File: config.mk
export PLATFORM = sky130hd
export DESIGN_NAME = variable_partition_allocator
export DESIGN_NICKNAME = d
export VERILOG_FILES = /design/src/design/vpa_pkg.sv /design/src/design/vpa_ram.sv /design/src/design/variable_partition_allocator.sv
export SDC_FILE = /design/constraint.sdc
export NUM_CORES = 2
export LEC_CHECK = 0
export CORE_ASPECT_RATIO = 0.6
export CORE_MARGIN = 2
export CORE_UTILIZATION = 35
export CTS_BUF_LIST = sky130_fd_sc_hd__clkbuf_16
export DETAILED_ROUTE_END_ITERATION = 10
export DONT_BUFFER_PORTS = 1
export GPL_TIMING_DRIVEN = 1
export PLACE_DENSITY = 0.47
export REMOVE_ABC_BUFFERS = 1
export SYNTH_ARGS = -nofsm -noshare
export SYNTH_HDL_FRONTEND = slang
export SYNTH_SLANG_ARGS = --single-unit
export TNS_END_PERCENT = 20
File: constraint.sdc
create_clock -name clock -period 8.55 [get_ports clock]
set_clock_uncertainty 0.2 [all_clocks]
set_input_delay 1.71 -clock clock [delete_from_list [all_inputs] [get_ports clock]]
set_output_delay 1.71 -clock clock [all_outputs]
set_load 0.02 [all_outputs]
File: src/design/vpa_pkg.sv
// Shared types and constants of the variable partition allocator.
package vpa_pkg;

   localparam int ADDR_W    = 16;
   localparam int CSR_IDX_W = 2;

   localparam logic [ADDR_W-1:0] MEM_SIZE_RST = 16'd1024;
   localparam logic [ADDR_W-1:0] MIN_REM_RST  = 16'd10;
   localparam logic [ADDR_W-1:0] FIRST_ID     = 16'd1;

   localparam logic OP_ALLOC   = 1'b0;
   localparam logic OP_RELEASE = 1'b1;

   localparam logic [1:0] ST_OK        = 2'd0;
   localparam logic [1:0] ST_NO_MEM    = 2'd1;
   localparam logic [1:0] ST_NOT_FOUND = 2'd2;
   localparam logic [1:0] ST_REJECT    = 2'd3;

   localparam logic [1:0] POL_FIRST = 2'd0;
   localparam logic [1:0] POL_BEST  = 2'd1;
   localparam logic [1:0] POL_WORST = 2'd2;

   localparam logic [CSR_IDX_W-1:0] CSR_MEM_SIZE = 2'd0;
   localparam logic [CSR_IDX_W-1:0] CSR_POLICY   = 2'd1;
   localparam logic [CSR_IDX_W-1:0] CSR_MIN_REM  = 2'd2;

   typedef struct packed {
      logic [ADDR_W-1:0] start;
      logic [ADDR_W-1:0] length;
   } free_ent_type;

   typedef struct packed {
      logic [ADDR_W-1:0] id;
      logic [ADDR_W-1:0] start;
      logic [ADDR_W-1:0] length;
      logic [ADDR_W-1:0] age;
   } alloc_ent_type;

endpackage

File: src/design/vpa_ram.sv
// Generic simple dual-port RAM with one write port and a registered read port.
module vpa_ram #(
   parameter int WIDTH = 32,
   parameter int DEPTH = 16
) (
   input  logic                     clock,
   input  logic                     we,
   input  logic [$clog2(DEPTH)-1:0] waddr,
   input  logic [WIDTH-1:0]         wdata,
   input  logic [$clog2(DEPTH)-1:0] raddr,
   output logic [WIDTH-1:0]         rdata
);

   logic [WIDTH-1:0] mem_ff [DEPTH];
   logic [WIDTH-1:0] rdata_ff;

   always_ff @(posedge clock) begin
      if (we) begin
         mem_ff[waddr] <= wdata;
      end
      rdata_ff <= mem_ff[raddr];
   end

   assign rdata = rdata_ff;

endmodule

File: src/design/variable_partition_allocator.sv
// Top level of the variable partition allocator: sequencer around the two table RAMs.
//
// Manages memory_size units from address zero with a free-block table and an
// allocation table, each held in a RAM with a registered read; only
// the valid bits live in flip-flops. A beat is taken when start is high and busy
// is low; exactly one result comes back per beat as a one-cycle rsp_valid strobe
// that the receiver must take as it comes. Every pass reads one RAM entry per
// cycle, so time per beat follows from the depths of the free and allocation tables.
// A rejected allocate (zero size or full table) keeps busy low and strobes its
// result in the cycle after the accepting edge. An allocate keeps busy high
// through the free scan, grant, age update and write of the new entry. A
// release keeps busy high through the find, merge scan, merge write and age
// update; an unknown id ends after the find, and one with no free neighbour and
// no free table slot ends after the merge scan. An allocate that has to compact
// rescans the allocation table for each placement to find the next-newest entry,
// then scans the free table again. The result strobe falls in the first cycle
// with busy low again. After reset and after every memory_size write the block
// rebuilds the free table in S_INIT with busy high.
module variable_partition_allocator #(
   parameter int FREE_ENTRIES  = 16,
   parameter int ALLOC_ENTRIES = 16
) (
   input  logic                            clock,
   input  logic                            reset,
   input  logic                            start,
   output logic                            busy,
   input  logic                            req_op,
   input  logic [vpa_pkg::ADDR_W-1:0]      req_request_size,
   input  logic [vpa_pkg::ADDR_W-1:0]      req_release_pid,
   output logic                            rsp_valid,
   output logic [1:0]                      rsp_status,
   output logic [vpa_pkg::ADDR_W-1:0]      rsp_owner_pid,
   output logic [vpa_pkg::ADDR_W-1:0]      rsp_block_start,
   output logic [vpa_pkg::ADDR_W-1:0]      rsp_block_size,
   output logic                            rsp_compacted,
   input  logic                            csr_we,
   input  logic [vpa_pkg::CSR_IDX_W-1:0]   csr_index,
   input  logic [vpa_pkg::ADDR_W-1:0]      csr_wdata
);

   import vpa_pkg::*;

   localparam int FIW  = $clog2(FREE_ENTRIES);
   localparam int AIW  = $clog2(ALLOC_ENTRIES);
   localparam int MAXE = (FREE_ENTRIES > ALLOC_ENTRIES) ? FREE_ENTRIES : ALLOC_ENTRIES;
   localparam int SW   = $clog2(MAXE + 1);
   localparam int SUMW = ADDR_W + FIW + 1;
   localparam int CAW  = ADDR_W + AIW + 1;

   typedef enum logic [3:0] {
      S_INIT, S_IDLE,
      S_A_SCAN, S_A_GRANT, S_A_AGE, S_A_PUT,
      S_C_SCAN,
      S_R_FIND, S_R_MERGE, S_R_APPLY, S_R_AGE
   } state_type;

   // Sequencer state and scan pipeline
   state_type         state_ff, state_in;
   logic [SW-1:0]     idx_ff, idx_in;
   logic [SW-1:0]     pidx_ff, pidx_in;
   logic              pend_ff, pend_in;

   // Configuration and id counter
   logic [ADDR_W-1:0] mem_units_ff, mem_units_in;
   logic [1:0]        policy_ff, policy_in;
   logic [ADDR_W-1:0] min_rem_ff, min_rem_in;
   logic [ADDR_W-1:0] next_id_ff, next_id_in;

   // Valid bits of the tables and the compaction placement marks
   logic [FREE_ENTRIES-1:0]  free_vld_ff, free_vld_in;
   logic [ALLOC_ENTRIES-1:0] alloc_vld_ff, alloc_vld_in;
   logic [ALLOC_ENTRIES-1:0] placed_ff, placed_in;

   // Current beat
   logic [ADDR_W-1:0] size_ff, size_in;
   logic [ADDR_W-1:0] owner_ff, owner_in;
   logic [AIW-1:0]    slot_ff, slot_in;
   logic              comp_ff, comp_in;

   // Fit search
   logic              best_found_ff, best_found_in;
   logic [FIW-1:0]    best_idx_ff, best_idx_in;
   logic [ADDR_W-1:0] best_start_ff, best_start_in;
   logic [ADDR_W-1:0] best_len_ff, best_len_in;
   logic [SUMW-1:0]   sum_ff, sum_in;

   // Compaction
   logic              sel_found_ff, sel_found_in;
   logic [AIW-1:0]    sel_idx_ff, sel_idx_in;
   alloc_ent_type     sel_ent_ff, sel_ent_in;
   logic [CAW-1:0]    addr_ff, addr_in;

   // Release
   logic              a_found_ff, a_found_in;
   logic [AIW-1:0]    a_idx_ff, a_idx_in;
   alloc_ent_type     a_ent_ff, a_ent_in;
   logic              lo_found_ff, lo_found_in;
   logic [FIW-1:0]    lo_idx_ff, lo_idx_in;
   logic [ADDR_W-1:0] lo_start_ff, lo_start_in;
   logic [ADDR_W-1:0] lo_len_ff, lo_len_in;
   logic              hi_found_ff, hi_found_in;
   logic [FIW-1:0]    hi_idx_ff, hi_idx_in;
   logic [ADDR_W-1:0] hi_len_ff, hi_len_in;

   // Granted block
   logic [ADDR_W-1:0] bstart_ff, bstart_in;
   logic [ADDR_W-1:0] bsize_ff, bsize_in;

   // Result registers
   logic              rsp_valid_ff, rsp_valid_in;
   logic [1:0]        rsp_status_ff, rsp_status_in;
   logic [ADDR_W-1:0] rsp_owner_ff, rsp_owner_in;
   logic [ADDR_W-1:0] rsp_start_ff, rsp_start_in;
   logic [ADDR_W-1:0] rsp_size_ff, rsp_size_in;
   logic              rsp_comp_ff, rsp_comp_in;

   // RAM ports
   logic              free_we;
   logic [FIW-1:0]    free_waddr;
   free_ent_type      free_wdata;
   free_ent_type      free_rdata;
   logic              alloc_we;
   logic [AIW-1:0]    alloc_waddr;
   alloc_ent_type     alloc_wdata;
   alloc_ent_type     alloc_rdata;

   // Lowest unused entries of each table
   logic              aslot_found;
   logic [AIW-1:0]    aslot;
   logic              fslot_found;
   logic [FIW-1:0]    fslot;

   logic              free_scan;
   logic [SW-1:0]     scan_lim;
   logic              issue;
   logic              scan_end;
   logic [FIW-1:0]    pf;
   logic [AIW-1:0]    pa;

   vpa_ram #(.WIDTH($bits(free_ent_type)), .DEPTH(FREE_ENTRIES)) u_free_ram (
      .clock (clock),
      .we    (free_we),
      .waddr (free_waddr),
      .wdata (free_wdata),
      .raddr (idx_ff[FIW-1:0]),
      .rdata (free_rdata)
   );

   vpa_ram #(.WIDTH($bits(alloc_ent_type)), .DEPTH(ALLOC_ENTRIES)) u_alloc_ram (
      .clock (clock),
      .we    (alloc_we),
      .waddr (alloc_waddr),
      .wdata (alloc_wdata),
      .raddr (idx_ff[AIW-1:0]),
      .rdata (alloc_rdata)
   );

   always_comb begin
      aslot_found = 1'b0;
      aslot       = '0;
      for (int i = ALLOC_ENTRIES - 1; i >= 0; i--) begin
         if (!alloc_vld_ff[i]) begin
            aslot_found = 1'b1;
            aslot       = AIW'(i);
         end
      end
   end

   always_comb begin
      fslot_found = 1'b0;
      fslot       = '0;
      for (int i = FREE_ENTRIES - 1; i >= 0; i--) begin
         if (!free_vld_ff[i]) begin
            fslot_found = 1'b1;
            fslot       = FIW'(i);
         end
      end
   end

   // Scan pipeline: issue one read a cycle, process the entry read the cycle before.
   assign free_scan = (state_ff == S_A_SCAN) || (state_ff == S_R_MERGE);
   assign scan_lim  = free_scan ? SW'(FREE_ENTRIES) : SW'(ALLOC_ENTRIES);
   assign issue     = idx_ff < scan_lim;
   assign scan_end  = !issue && !pend_ff;
   assign pf        = pidx_ff[FIW-1:0];
   assign pa        = pidx_ff[AIW-1:0];

   always_comb begin
      logic                better;
      logic [ADDR_W-1:0]   left;
      logic [ADDR_W:0]     blk_end;
      logic [ADDR_W:0]     rel_end;
      logic [CAW-1:0]      mem_ext;
      logic [CAW-1:0]      rest;

      state_in      = state_ff;
      idx_in        = idx_ff;
      pidx_in       = idx_ff;
      pend_in       = 1'b0;
      mem_units_in  = mem_units_ff;
      policy_in     = policy_ff;
      min_rem_in    = min_rem_ff;
      next_id_in    = next_id_ff;
      free_vld_in   = free_vld_ff;
      alloc_vld_in  = alloc_vld_ff;
      placed_in     = placed_ff;
      size_in       = size_ff;
      owner_in      = owner_ff;
      slot_in       = slot_ff;
      comp_in       = comp_ff;
      best_found_in = best_found_ff;
      best_idx_in   = best_idx_ff;
      best_start_in = best_start_ff;
      best_len_in   = best_len_ff;
      sum_in        = sum_ff;
      sel_found_in  = sel_found_ff;
      sel_idx_in    = sel_idx_ff;
      sel_ent_in    = sel_ent_ff;
      addr_in       = addr_ff;
      a_found_in    = a_found_ff;
      a_idx_in      = a_idx_ff;
      a_ent_in      = a_ent_ff;
      lo_found_in   = lo_found_ff;
      lo_idx_in     = lo_idx_ff;
      lo_start_in   = lo_start_ff;
      lo_len_in     = lo_len_ff;
      hi_found_in   = hi_found_ff;
      hi_idx_in     = hi_idx_ff;
      hi_len_in     = hi_len_ff;
      bstart_in     = bstart_ff;
      bsize_in      = bsize_ff;
      rsp_valid_in  = 1'b0;
      rsp_status_in = rsp_status_ff;
      rsp_owner_in  = rsp_owner_ff;
      rsp_start_in  = rsp_start_ff;
      rsp_size_in   = rsp_size_ff;
      rsp_comp_in   = rsp_comp_ff;
      free_we       = 1'b0;
      free_waddr    = '0;
      free_wdata    = '0;
      alloc_we      = 1'b0;
      alloc_waddr   = '0;
      alloc_wdata   = '0;
      better        = 1'b0;
      left          = free_rdata.length - size_ff;
      blk_end       = {1'b0, free_rdata.start} + {1'b0, free_rdata.length};
      rel_end       = {1'b0, a_ent_ff.start} + {1'b0, a_ent_ff.length};
      mem_ext       = CAW'(mem_units_ff);
      rest          = mem_ext - addr_ff;

      // Advance the read pointer in every scanning state.
      if ((state_ff == S_A_SCAN) || (state_ff == S_C_SCAN) || (state_ff == S_A_AGE) ||
          (state_ff == S_R_FIND) || (state_ff == S_R_MERGE) || (state_ff == S_R_AGE)) begin
         pend_in = issue;
         if (issue) begin
            idx_in = idx_ff + SW'(1);
         end
      end

      unique case (state_ff)
         S_INIT: begin
            // Rebuild the reset layout: one free block covering everything.
            free_we      = 1'b1;
            free_waddr   = '0;
            free_wdata   = '{start: '0, length: mem_units_ff};
            free_vld_in  = '0;
            free_vld_in[0] = (mem_units_ff != '0);
            alloc_vld_in = '0;
            state_in     = S_IDLE;
         end

         S_IDLE: begin
            idx_in = '0;
            if (start) begin
               size_in = req_request_size;
               comp_in = 1'b0;
               if (req_op == OP_ALLOC) begin
                  owner_in   = next_id_ff;
                  next_id_in = next_id_ff + ADDR_W'(1);
                  if ((req_request_size == '0) || !aslot_found) begin
                     rsp_valid_in  = 1'b1;
                     rsp_status_in = ST_REJECT;
                     rsp_owner_in  = next_id_ff;
                     rsp_start_in  = '0;
                     rsp_size_in   = '0;
                     rsp_comp_in   = 1'b0;
                  end else begin
                     slot_in       = aslot;
                     best_found_in = 1'b0;
                     sum_in        = '0;
                     state_in      = S_A_SCAN;
                  end
               end else begin
                  owner_in   = req_release_pid;
                  a_found_in = 1'b0;
                  state_in   = S_R_FIND;
               end
            end
         end

         S_A_SCAN: begin
            if (pend_ff && free_vld_ff[pf]) begin
               sum_in = sum_ff + SUMW'(free_rdata.length);
               if (free_rdata.length >= size_ff) begin
                  case (policy_ff)
                     POL_BEST: better = (free_rdata.length < best_len_ff) ||
                        ((free_rdata.length == best_len_ff) &&
                         (free_rdata.start < best_start_ff));
                     POL_WORST: better = (free_rdata.length > best_len_ff) ||
                        ((free_rdata.length == best_len_ff) &&
                         (free_rdata.start < best_start_ff));
                     default: better = free_rdata.start < best_start_ff;
                  endcase
                  if (!best_found_ff || better) begin
                     best_found_in = 1'b1;
                     best_idx_in   = pf;
                     best_start_in = free_rdata.start;
                     best_len_in   = free_rdata.length;
                  end
               end
            end
            if (scan_end) begin
               idx_in = '0;
               if (best_found_ff) begin
                  state_in = S_A_GRANT;
               end else if (!comp_ff && (sum_ff >= SUMW'(size_ff))) begin
                  placed_in    = '0;
                  addr_in      = '0;
                  sel_found_in = 1'b0;
                  state_in     = S_C_SCAN;
               end else begin
                  rsp_valid_in  = 1'b1;
                  rsp_status_in = ST_NO_MEM;
                  rsp_owner_in  = owner_ff;
                  rsp_start_in  = '0;
                  rsp_size_in   = '0;
                  rsp_comp_in   = comp_ff;
                  state_in      = S_IDLE;
               end
            end
         end

         S_A_GRANT: begin
            left      = best_len_ff - size_ff;
            bstart_in = best_start_ff;
            if ((left == '0) || (left < min_rem_ff)) begin
               // Small leftover goes with the block: drop the free entry.
               bsize_in                 = best_len_ff;
               free_vld_in[best_idx_ff] = 1'b0;
            end else begin
               bsize_in   = size_ff;
               free_we    = 1'b1;
               free_waddr = best_idx_ff;
               free_wdata = '{start: best_start_ff + size_ff, length: left};
            end
            idx_in   = '0;
            state_in = S_A_AGE;
         end

         S_A_AGE: begin
            if (pend_ff && alloc_vld_ff[pa]) begin
               alloc_we        = 1'b1;
               alloc_waddr     = pa;
               alloc_wdata     = alloc_rdata;
               alloc_wdata.age = alloc_rdata.age + ADDR_W'(1);
            end
            if (scan_end) begin
               idx_in   = '0;
               state_in = S_A_PUT;
            end
         end

         S_A_PUT: begin
            alloc_we              = 1'b1;
            alloc_waddr           = slot_ff;
            alloc_wdata           = '{id: owner_ff, start: bstart_ff, length: bsize_ff, age: '0};
            alloc_vld_in[slot_ff] = 1'b1;
            rsp_valid_in          = 1'b1;
            rsp_status_in         = ST_OK;
            rsp_owner_in          = owner_ff;
            rsp_start_in          = bstart_ff;
            rsp_size_in           = bsize_ff;
            rsp_comp_in           = comp_ff;
            state_in              = S_IDLE;
         end

         S_C_SCAN: begin
            // Find the newest allocation not yet placed.
            if (pend_ff && alloc_vld_ff[pa] && !placed_ff[pa]) begin
               if (!sel_found_ff || (alloc_rdata.age < sel_ent_ff.age)) begin
                  sel_found_in = 1'b1;
                  sel_idx_in   = pa;
                  sel_ent_in   = alloc_rdata;
               end
            end
            if (scan_end) begin
               idx_in       = '0;
               sel_found_in = 1'b0;
               if (sel_found_ff) begin
                  alloc_we              = 1'b1;
                  alloc_waddr           = sel_idx_ff;
                  alloc_wdata           = sel_ent_ff;
                  alloc_wdata.start     = addr_ff[ADDR_W-1:0];
                  placed_in[sel_idx_ff] = 1'b1;
                  addr_in               = addr_ff + CAW'(sel_ent_ff.length);
               end else begin
                  // All packed: leave one free block above them if any space remains.
                  free_vld_in = '0;
                  if (mem_ext > addr_ff) begin
                     free_we        = 1'b1;
                     free_waddr     = '0;
                     free_wdata     = '{start: addr_ff[ADDR_W-1:0],
                                        length: rest[ADDR_W-1:0]};
                     free_vld_in[0] = 1'b1;
                  end
                  comp_in       = 1'b1;
                  best_found_in = 1'b0;
                  sum_in        = '0;
                  state_in      = S_A_SCAN;
               end
            end
         end

         S_R_FIND: begin
            if (pend_ff && alloc_vld_ff[pa] && !a_found_ff &&
                (alloc_rdata.id == owner_ff)) begin
               a_found_in = 1'b1;
               a_idx_in   = pa;
               a_ent_in   = alloc_rdata;
            end
            if (scan_end) begin
               idx_in = '0;
               if (a_found_ff) begin
                  lo_found_in = 1'b0;
                  hi_found_in = 1'b0;
                  state_in    = S_R_MERGE;
               end else begin
                  rsp_valid_in  = 1'b1;
                  rsp_status_in = ST_NOT_FOUND;
                  rsp_owner_in  = owner_ff;
                  rsp_start_in  = '0;
                  rsp_size_in   = '0;
                  rsp_comp_in   = 1'b0;
                  state_in      = S_IDLE;
               end
            end
         end

         S_R_MERGE: begin
            if (pend_ff && free_vld_ff[pf]) begin
               if (!lo_found_ff && (blk_end == {1'b0, a_ent_ff.start})) begin
                  lo_found_in = 1'b1;
                  lo_idx_in   = pf;
                  lo_start_in = free_rdata.start;
                  lo_len_in   = free_rdata.length;
               end else if (!hi_found_ff && ({1'b0, free_rdata.start} == rel_end)) begin
                  hi_found_in = 1'b1;
                  hi_idx_in   = pf;
                  hi_len_in   = free_rdata.length;
               end
            end
            if (scan_end) begin
               idx_in = '0;
               if (!lo_found_ff && !hi_found_ff && !fslot_found) begin
                  rsp_valid_in  = 1'b1;
                  rsp_status_in = ST_REJECT;
                  rsp_owner_in  = owner_ff;
                  rsp_start_in  = '0;
                  rsp_size_in   = '0;
                  rsp_comp_in   = 1'b0;
                  state_in      = S_IDLE;
               end else begin
                  state_in = S_R_APPLY;
               end
            end
         end

         S_R_APPLY: begin
            free_we = 1'b1;
            if (lo_found_ff) begin
               free_waddr = lo_idx_ff;
               free_wdata = '{start: lo_start_ff,
                              length: lo_len_ff + a_ent_ff.length +
                                      (hi_found_ff ? hi_len_ff : '0)};
               if (hi_found_ff) begin
                  free_vld_in[hi_idx_ff] = 1'b0;
               end
            end else if (hi_found_ff) begin
               free_waddr = hi_idx_ff;
               free_wdata = '{start: a_ent_ff.start, length: hi_len_ff + a_ent_ff.length};
            end else begin
               free_waddr         = fslot;
               free_wdata         = '{start: a_ent_ff.start, length: a_ent_ff.length};
               free_vld_in[fslot] = 1'b1;
            end
            alloc_vld_in[a_idx_ff] = 1'b0;
            idx_in                 = '0;
            state_in               = S_R_AGE;
         end

         S_R_AGE: begin
            if (pend_ff && alloc_vld_ff[pa] && (alloc_rdata.age > a_ent_ff.age)) begin
               alloc_we        = 1'b1;
               alloc_waddr     = pa;
               alloc_wdata     = alloc_rdata;
               alloc_wdata.age = alloc_rdata.age - ADDR_W'(1);
            end
            if (scan_end) begin
               idx_in        = '0;
               rsp_valid_in  = 1'b1;
               rsp_status_in = ST_OK;
               rsp_owner_in  = owner_ff;
               rsp_start_in  = a_ent_ff.start;
               rsp_size_in   = a_ent_ff.length;
               rsp_comp_in   = 1'b0;
               state_in      = S_IDLE;
            end
         end

         default: begin
            state_in = S_IDLE;
         end
      endcase

      // The user makes register writes only while idle; not enforced. A size write rebuilds the tables.
      if (csr_we) begin
         case (csr_index)
            CSR_MEM_SIZE: begin
               mem_units_in = csr_wdata;
               state_in     = S_INIT;
            end
            CSR_POLICY:  policy_in  = csr_wdata[1:0];
            CSR_MIN_REM: min_rem_in = csr_wdata;
            default: begin
            end
         endcase
      end
   end

   always_ff @(posedge clock) begin
      if (reset) begin
         state_ff     <= S_INIT;
         idx_ff       <= '0;
         pend_ff      <= 1'b0;
         mem_units_ff <= MEM_SIZE_RST;
         policy_ff    <= POL_FIRST;
         min_rem_ff   <= MIN_REM_RST;
         next_id_ff   <= FIRST_ID;
         free_vld_ff  <= '0;
         alloc_vld_ff <= '0;
         rsp_valid_ff <= 1'b0;
      end else begin
         state_ff     <= state_in;
         idx_ff       <= idx_in;
         pend_ff      <= pend_in;
         mem_units_ff <= mem_units_in;
         policy_ff    <= policy_in;
         min_rem_ff   <= min_rem_in;
         next_id_ff   <= next_id_in;
         free_vld_ff  <= free_vld_in;
         alloc_vld_ff <= alloc_vld_in;
         rsp_valid_ff <= rsp_valid_in;
      end
      pidx_ff       <= pidx_in;
      placed_ff     <= placed_in;
      size_ff       <= size_in;
      owner_ff      <= owner_in;
      slot_ff       <= slot_in;
      comp_ff       <= comp_in;
      best_found_ff <= best_found_in;
      best_idx_ff   <= best_idx_in;
      best_start_ff <= best_start_in;
      best_len_ff   <= best_len_in;
      sum_ff        <= sum_in;
      sel_found_ff  <= sel_found_in;
      sel_idx_ff    <= sel_idx_in;
      sel_ent_ff    <= sel_ent_in;
      addr_ff       <= addr_in;
      a_found_ff    <= a_found_in;
      a_idx_ff      <= a_idx_in;
      a_ent_ff      <= a_ent_in;
      lo_found_ff   <= lo_found_in;
      lo_idx_ff     <= lo_idx_in;
      lo_start_ff   <= lo_start_in;
      lo_len_ff     <= lo_len_in;
      hi_found_ff   <= hi_found_in;
      hi_idx_ff     <= hi_idx_in;
      hi_len_ff     <= hi_len_in;
      bstart_ff     <= bstart_in;
      bsize_ff      <= bsize_in;
      rsp_status_ff <= rsp_status_in;
      rsp_owner_ff  <= rsp_owner_in;
      rsp_start_ff  <= rsp_start_in;
      rsp_size_ff   <= rsp_size_in;
      rsp_comp_ff   <= rsp_comp_in;
   end

   assign busy            = (state_ff != S_IDLE);
   assign rsp_valid       = rsp_valid_ff;
   assign rsp_status      = rsp_status_ff;
   assign rsp_owner_pid   = rsp_owner_ff;
   assign rsp_block_start = rsp_start_ff;
   assign rsp_block_size  = rsp_size_ff;
   assign rsp_compacted   = rsp_comp_ff;

endmodule

## Yosys cells after proc, flatten, opt, wreduce, memory -nomap -nowiden

Memory sizes are Yosys's and may differ from the RTL's. A register that Yosys moved wholly into a read port is not among the register bits.
Cells that the tools add are included.

- Memories: 2
- Bits in latches: 0
- Register bits: 476
- Word-level logic and storage cells: 499
- RAM bits: 1,536
- Bits of input ports: 55
- Bits in read-only memories: 0
- Output and inout port bits: 53

- Bitwise operators: 13
- Magnitude comparators: 23
- Shifts and indexed selects: 0
- Add/subtract/negate cells: 14
- Equal/unequal tests: 50
- Muxes and demuxes: 266
- Reductions and logical operators: 82
- Divide/modulo/power cells: 0
- Multiply operators: 0

Memories:

| memory | words | width | read ports | clocked after Yosys merged registers in | wr ports | RTL line | source |
|---|---|---|---|---|---|---|---|
| u_alloc_ram.mem_ff | 16 | 64 | 1 | 1 | 1 | vpa_ram.sv:14 | `logic [WIDTH-1:0] mem_ff [DEPTH];` |
| u_free_ram.mem_ff | 16 | 32 | 1 | 1 | 1 | vpa_ram.sv:14 |  |

Operators by type and width:

| cell | count |
|---|---|
| 16-bit 2-to-1 mux | 38 |
| 16-bit one-hot mux with 6 select lines | 3 |
| 64-bit 2-to-1 mux | 4 |
| 64-bit one-hot mux with 4 select lines | 1 |
| 21-bit 2-to-1 mux | 11 |
| 4-bit 2-to-1 mux | 45 |
| 32-bit 2-to-1 mux | 5 |
| 32-bit one-hot mux with 4 select lines | 1 |
| 1-bit 2-to-1 mux | 106 |
| 16-bit adder | 4 |
| 16-bit < comparator | 4 |
| 16-bit one-hot mux with 4 select lines | 1 |
| 21-bit one-hot mux with 3 select lines | 1 |
| 16-bit AND | 3 |
| 16-bit NOT | 3 |
| 16-bit bitwise OR | 3 |
| 16-bit one-hot mux with 3 select lines | 1 |
| 21-bit by 16-bit adder with 21-bit output | 2 |
| 21-bit one-hot mux with 2 select lines | 1 |
| 2-bit != test, second input constant | 18 |
| 4-bit one-hot mux with 9 select lines | 1 |
| 4-bit by 5-bit < comparator with 1-bit output, second input constant | 7 |
| 16-bit by 16-bit adder with 17-bit output | 2 |
| 16-bit by 1-bit adder with 16-bit output, second input constant | 2 |
| 60 further kinds | 181 |

## Logic depth before layout (Yosys ltp)

- Word-level depth: 24
- Mapped depth: 22
- Gate-level depth less buffers: 20

## Modules after synthesis

A second synthesis with hierarchy kept.

- Cell total of the unflattened synthesis: 5,591
- Area, all modules: 90,284.1 um^2

Modules (own cells, without submodules):

| module | area an instance (um^2) | sequential area each (um^2) | times used | cells an instance |
|---|---|---|---|---|
| vpa_ram at u_alloc_ram | 39,581.7 | 32,030.7 | 1 | 1,647 |
| variable_partition_allocator | 30,867.1 | 13,322.8 | 1 | 3,106 |
| vpa_ram at u_free_ram | 19,835.3 | 16,015.4 | 1 | 838 |

## Worst setup path before layout

Ideal clock, no wire load.

- Path kind: in2reg
- Start point: in req_request_size[2] in the netlist's numbering
- End point: reg rsp_valid_ff (netlist: rsp_valid)
- Stages: 6
- Setup slack: 0.039 ns
- Library setup time: 0.090 ns
- Buffers on the path: 0
- Data required time: 8.260 ns
- Arrival time: 8.220 ns
- Path through: nor4_1 -> nand4_1 -> nand3_1 -> inv_1 -> nor4b_1 -> and3_1

- Cells in the longest elaborated chain, start to end: 6

RTL lines:

| what | RTL line | source |
|---|---|---|
| start, declared | variable_partition_allocator.sv:28 | `input logic [vpa_pkg::ADDR_W-1:0] req_request_size,` |
| 16-bit logical NOT | variable_partition_allocator.sv:280 | `if ((req_request_size == '0) \|\| !aslot_found) begin` |
| 1-bit logical OR | variable_partition_allocator.sv:280 |  |
| 1-bit 2-to-1 mux | variable_partition_allocator.sv:280 |  |
| 1-bit 2-to-1 mux | variable_partition_allocator.sv:277 | `if (req_op == OP_ALLOC) begin` |
| 1-bit 2-to-1 mux | variable_partition_allocator.sv:274 | `if (start) begin` |
| 1-bit one-hot mux with 6 select lines | variable_partition_allocator.sv:260 | `unique case (state_ff)` |
| end signal, assigned | variable_partition_allocator.sv:562 | `rsp_valid_ff <= rsp_valid_in;` |
| end, declared | variable_partition_allocator.sv:110 | `logic rsp_valid_ff, rsp_valid_in;` |

Every way passes these cells.
A chain may end at the register's enable or synchronous reset.

## Worst setup path after layout

- Start point: reg size_ff[1]
- End point: mem u_free_ram.mem_ff[24][26] (netlist: u_free_ram.mem_ff[12][26]), enable pin

- Cells in the longest elaborated chain, start to end: 7
- Elaborated cells on any way between the ends: 10
- Those cells by class: 1 x add/sub; 1 x order compare; 6 x mux; 2 x reduce/logical

RTL lines:

| what | RTL line | source |
|---|---|---|
| start, declared | variable_partition_allocator.sv:75 | `logic [ADDR_W-1:0] size_ff, size_in;` |
| start signal, assigned | variable_partition_allocator.sv:566 | `size_ff <= size_in;` |
| 16-bit subtractor (*) | variable_partition_allocator.sv:344 | `left = best_len_ff - size_ff;` |
| 16-bit < comparator or 16-bit logical NOT (tied branches) | variable_partition_allocator.sv:346 | `if ((left == '0) \|\| (left < min_rem_ff)) begin` |
| 1-bit logical OR (*) | variable_partition_allocator.sv:346 |  |
| 1-bit 2-to-1 mux | variable_partition_allocator.sv:346 |  |
| 1-bit one-hot mux with 3 select lines | variable_partition_allocator.sv:260 |  |
| 1-bit 2-to-1 mux | vpa_ram.sv:18 | `if (we) begin` |
| 1-bit 2-to-1 mux (not written as such) | vpa_ram.sv:19 | `mem_ff[waddr] <= wdata;` |
| end, declared | vpa_ram.sv:14 |  |

Every way passes the cells marked *; elsewhere a longest branch is shown, timed or not.

==> results.txt <==
number of clock sinks seen by CTS - 2,108
die outline area - 263,000 um^2
Overall Global Routing Usage - 21.0%
remaining global-route overflow - 0
average routed wire per standard cell - 30.6 um
Setup-failing EPs final - 0
Cell variety after synth - 81
dpl hpwl - 184 mm
Final Max Tran Viols - 0
Clock transition at path regs - 0.06 ns
Arrival @ worst endpoint - 7.44 ns
Detailed Route Iter0 Violations - 7,201
yosys warns - 0
critical path required time - 8.88 ns
asr flop ratio synth - 0%
minimum period implied by the final worst setup slack - 7.11 ns
reg2reg end - u_free_ram.mem_ff[12][26]
antenna diode count - 0
routed vias/inst - 5.65
Worst R2R Path Depth - 20
Area growth syn-to-layout - 12.9%
wire length of the first global-routing pass - 392 mm
largest fanout on the critical path - 21
CTS buffer count - 209
worst min-delay path startpoint - u_alloc_ram.rdata[47]
total power density per cell area - 210 nW/um^2
proportion of synthesized chip area in sequential cells - 67.7%
setup repair after global routing missed its margin - false
# DRC - 0
slack of the worst reg-to-reg path - 1.44 ns
kind of critical path - flip-flop to flip-flop
worst slew margin relative to its limit - 11.9%
fraction of final layout cells with drive strength greater than 1 - 18.1%
number of antenna-violating nets in the routed design - 0
Resize count post-CTS - 0
highest-count cells in the layout ignoring fill and taps - sky130_fd_sc_hd__edfxtp_1 (1,915), sky130_fd_sc_hd__mux4_2 (495), sky130_fd_sc_hd__inv_1 (286)
final design instance area without fill - 102,000 um^2
quantity of hold-fixing buffers added after cts - 0
Logic pwr share - 4.8%
number of placed I/O pins - 108
netlist area before placement - 90,600 um^2
switching power summed over all nets - 0.00484 W
internal power contribution - 0.0167 W
count of TritonRoute iterations in the first routing pass - 7
sort of element at the end of the critical path - flip-flop
number of nets in the layout - 5,872
starting density of the core - 35.2%
std cell rows - 144
leakage power total - 31.9 nW
RD Place Congestion - 0.925
achievable clock frequency - 141 MHz
mean instance size in the synthesized netlist - 16.7 um^2
hold path cells - 0
Root Buffer - sky130_fd_sc_hd__clkbuf_16
cells after synthesis - 5,417
Hold/Removal Path Class - flip-flop to flip-flop
placement-stage cell area - 95,700 um^2
switching fraction of total power - 22.5%
period utilization - 83.2%
Final Hold Fails - 0
routed via count - 51,700
worst vdd rail ir drop - 147 uV
maximum number of pins on one net before global-route repair - 113
number of placed instances, taps included - 8,759
most common cell after layout, fill and taps aside - sky130_fd_sc_hd__edfxtp_1
number of antenna violations at the first check in global routing - 16
primary flip-flop cell chosen by synthesis mapping - sky130_fd_sc_hd__edfxtp_1
TritonCTS clock tree - yes
EDFF count, synth - 1,915
slew at the pin closest to its max-slew limit - 1.31 ns
number of buffers on the longest clock path - 4
portion of total power attributed to sequential cells - 52.9%
core footprint - 257,000 um^2
origin of the critical flop-to-flop path - size_ff[1]
number of H-tree branching levels - 4
Clk Latency, worst-skew pair - 0.89 ns
via count of the first global-routing pass - 49,000
status - completed
Layout Cells excl Fill - 9,141
die width - 661 um
part of the power in the clock network - 42.3%
post-CTS setup repair buffer count - 0
wire length after detailed routing - 279 mm
PortBufs - 0
height of the chip - 398 um
termination of the worst setup path - u_free_ram.mem_ff[12][26]
CP startpoint kind - flip-flop
number of max-capacitance violations reported - 0
origin of the worst setup path - size_ff[1]
flip-flop and latch count after synthesis - 2,108
-- cell type report --
cell class | count | area, um^2
inverter | 245 | 920
tap | 3431 | 4290
sequential | 2108 | 61400
multi-input combinational | 2842 | 27800
fill | 23100 | 155000
timing repair buffer | 134 | 1280
clock inverter | 172 | 1330
clock buffer | 209 | 5230
-- power groups by stage --
stage          Sequential [W]  Clock (W)  Combinational [W]
3_3_place_gp           0.0116          0            0.00103
3_5_place_dp           0.0116          0            0.00103
5_1_grt                0.0114    0.00970            0.00113
6_report               0.0114    0.00909            0.00104
4_1_cts                0.0114    0.00932            0.00104
2_1_floorplan          0.0116          0           0.000751
-- routing by layer --
metal	global-route usage [%]	part of all wire, %	vias to the layer above
li1	-	-	21900
met1	34.9	50	27500
met2	27.7	39	1986
met3	4.58	8.6	301
met4	3.58	1.6	0
met5	0	0	-
-- synth_stat cells, drive strengths merged, types with 25 or more instances --
cell    instances  area, um^2
a211oi         25         193
mux2           29         327
nand2         279        1050
a221o          28         280
dfxtp         193        3860
nor2          276        1040
xor2           86         753
nand2b         41         257
and3           35         219
nor3           87         435
nor2b          38         238
a22o           36         315
nand3          60         300
nor4           28         190
a21o           56         420
a222oi         48         480
and2           27         169
nand4          35         219
o21ai         164         821
clkbuf        165         619
o21a           35         263
buf            57         235
inv           245         920
a31oi          48         300
edfxtp       1915       57500
mux2i          32         320
a21oi         212        1060
mux4          495       11100
xnor2         108         946
ha            253        3170
-- registers in the layout, indices dropped and copies added (netlist names), 21 cells and up --
register	flops
sel_ent_ff	48
addr_ff	21
u_free_ram.mem_ff	512
u_alloc_ram.mem_ff	1024
sum_ff	21
a_ent_ff	48
u_free_ram.rdata	32
u_alloc_ram.rdata	64
-- worst min path at each step --
stage / end / slack [ns]
global route: a_ent_ff[34] / 0.24
finish: a_ent_ff[47] / 0.24
floorplan: a_ent_ff[32] / 0.21
detailed placement: a_ent_ff[34] / 0.22
CTS: a_ent_ff[47] / 0.23
global placement: a_ent_ff[34] / 0.22
-- worst max-delay path: stages (launching register included) --
cell,delay [ns]
sky130_fd_sc_hd__edfxtp_1,0.47
sky130_fd_sc_hd__inv_1,0.23
sky130_fd_sc_hd__ha_1,0.27
sky130_fd_sc_hd__nor2b_1,0.15
sky130_fd_sc_hd__o31a_1,0.29
sky130_fd_sc_hd__o31ai_1,0.48
sky130_fd_sc_hd__and3_1,0.30
sky130_fd_sc_hd__or4_1,0.12
sky130_fd_sc_hd__nand3_1,0.31
sky130_fd_sc_hd__ha_1,0.44
sky130_fd_sc_hd__and3_1,0.16
sky130_fd_sc_hd__nand3_1,0.12
sky130_fd_sc_hd__nor3_1,0.22
sky130_fd_sc_hd__nand3_1,0.12
sky130_fd_sc_hd__o211ai_1,0.11
sky130_fd_sc_hd__buf_4,0.23
sky130_fd_sc_hd__and2_1,0.22
sky130_fd_sc_hd__a21o_1,0.80
sky130_fd_sc_hd__o21bai_1,0.49
sky130_fd_sc_hd__nor2_4,0.60
sky130_fd_sc_hd__buf_4,0.42
-- per-stage QoR --
step | utilization (%) | setup slack (ns) | hold slack [ns] | power (W) | TNS, ns
floorplan | - | -8.63 | 0.209 | 0.0123 | -892.60
global placement | 37.2 | 1.60 | 0.218 | 0.0126 | 0
detailed placement | 37.2 | 1.53 | 0.219 | 0.0126 | 0
CTS | 39.8 | 1.53 | 0.233 | 0.0217 | 0
global route | 39.8 | 1.00 | 0.244 | 0.0222 | 0
finish | 39.8 | 1.44 | 0.237 | 0.0215 | 0
-- logic make-up (layout without fill, tap and decap cells) --
family,count (synthesis),after routing,synth area share [%]
AOI/OAI and AO/OA,847,847,6.33
and+or+nand+nor,968,968,5.06
xor gates and xnor gates,194,194,1.88
DFF,2108,2108,67.7
buffers and inverters,467,760,1.96
muxes,556,556,13.0
adders and majority gates,277,277,4.02
Power figures use the tool's default switching activity.
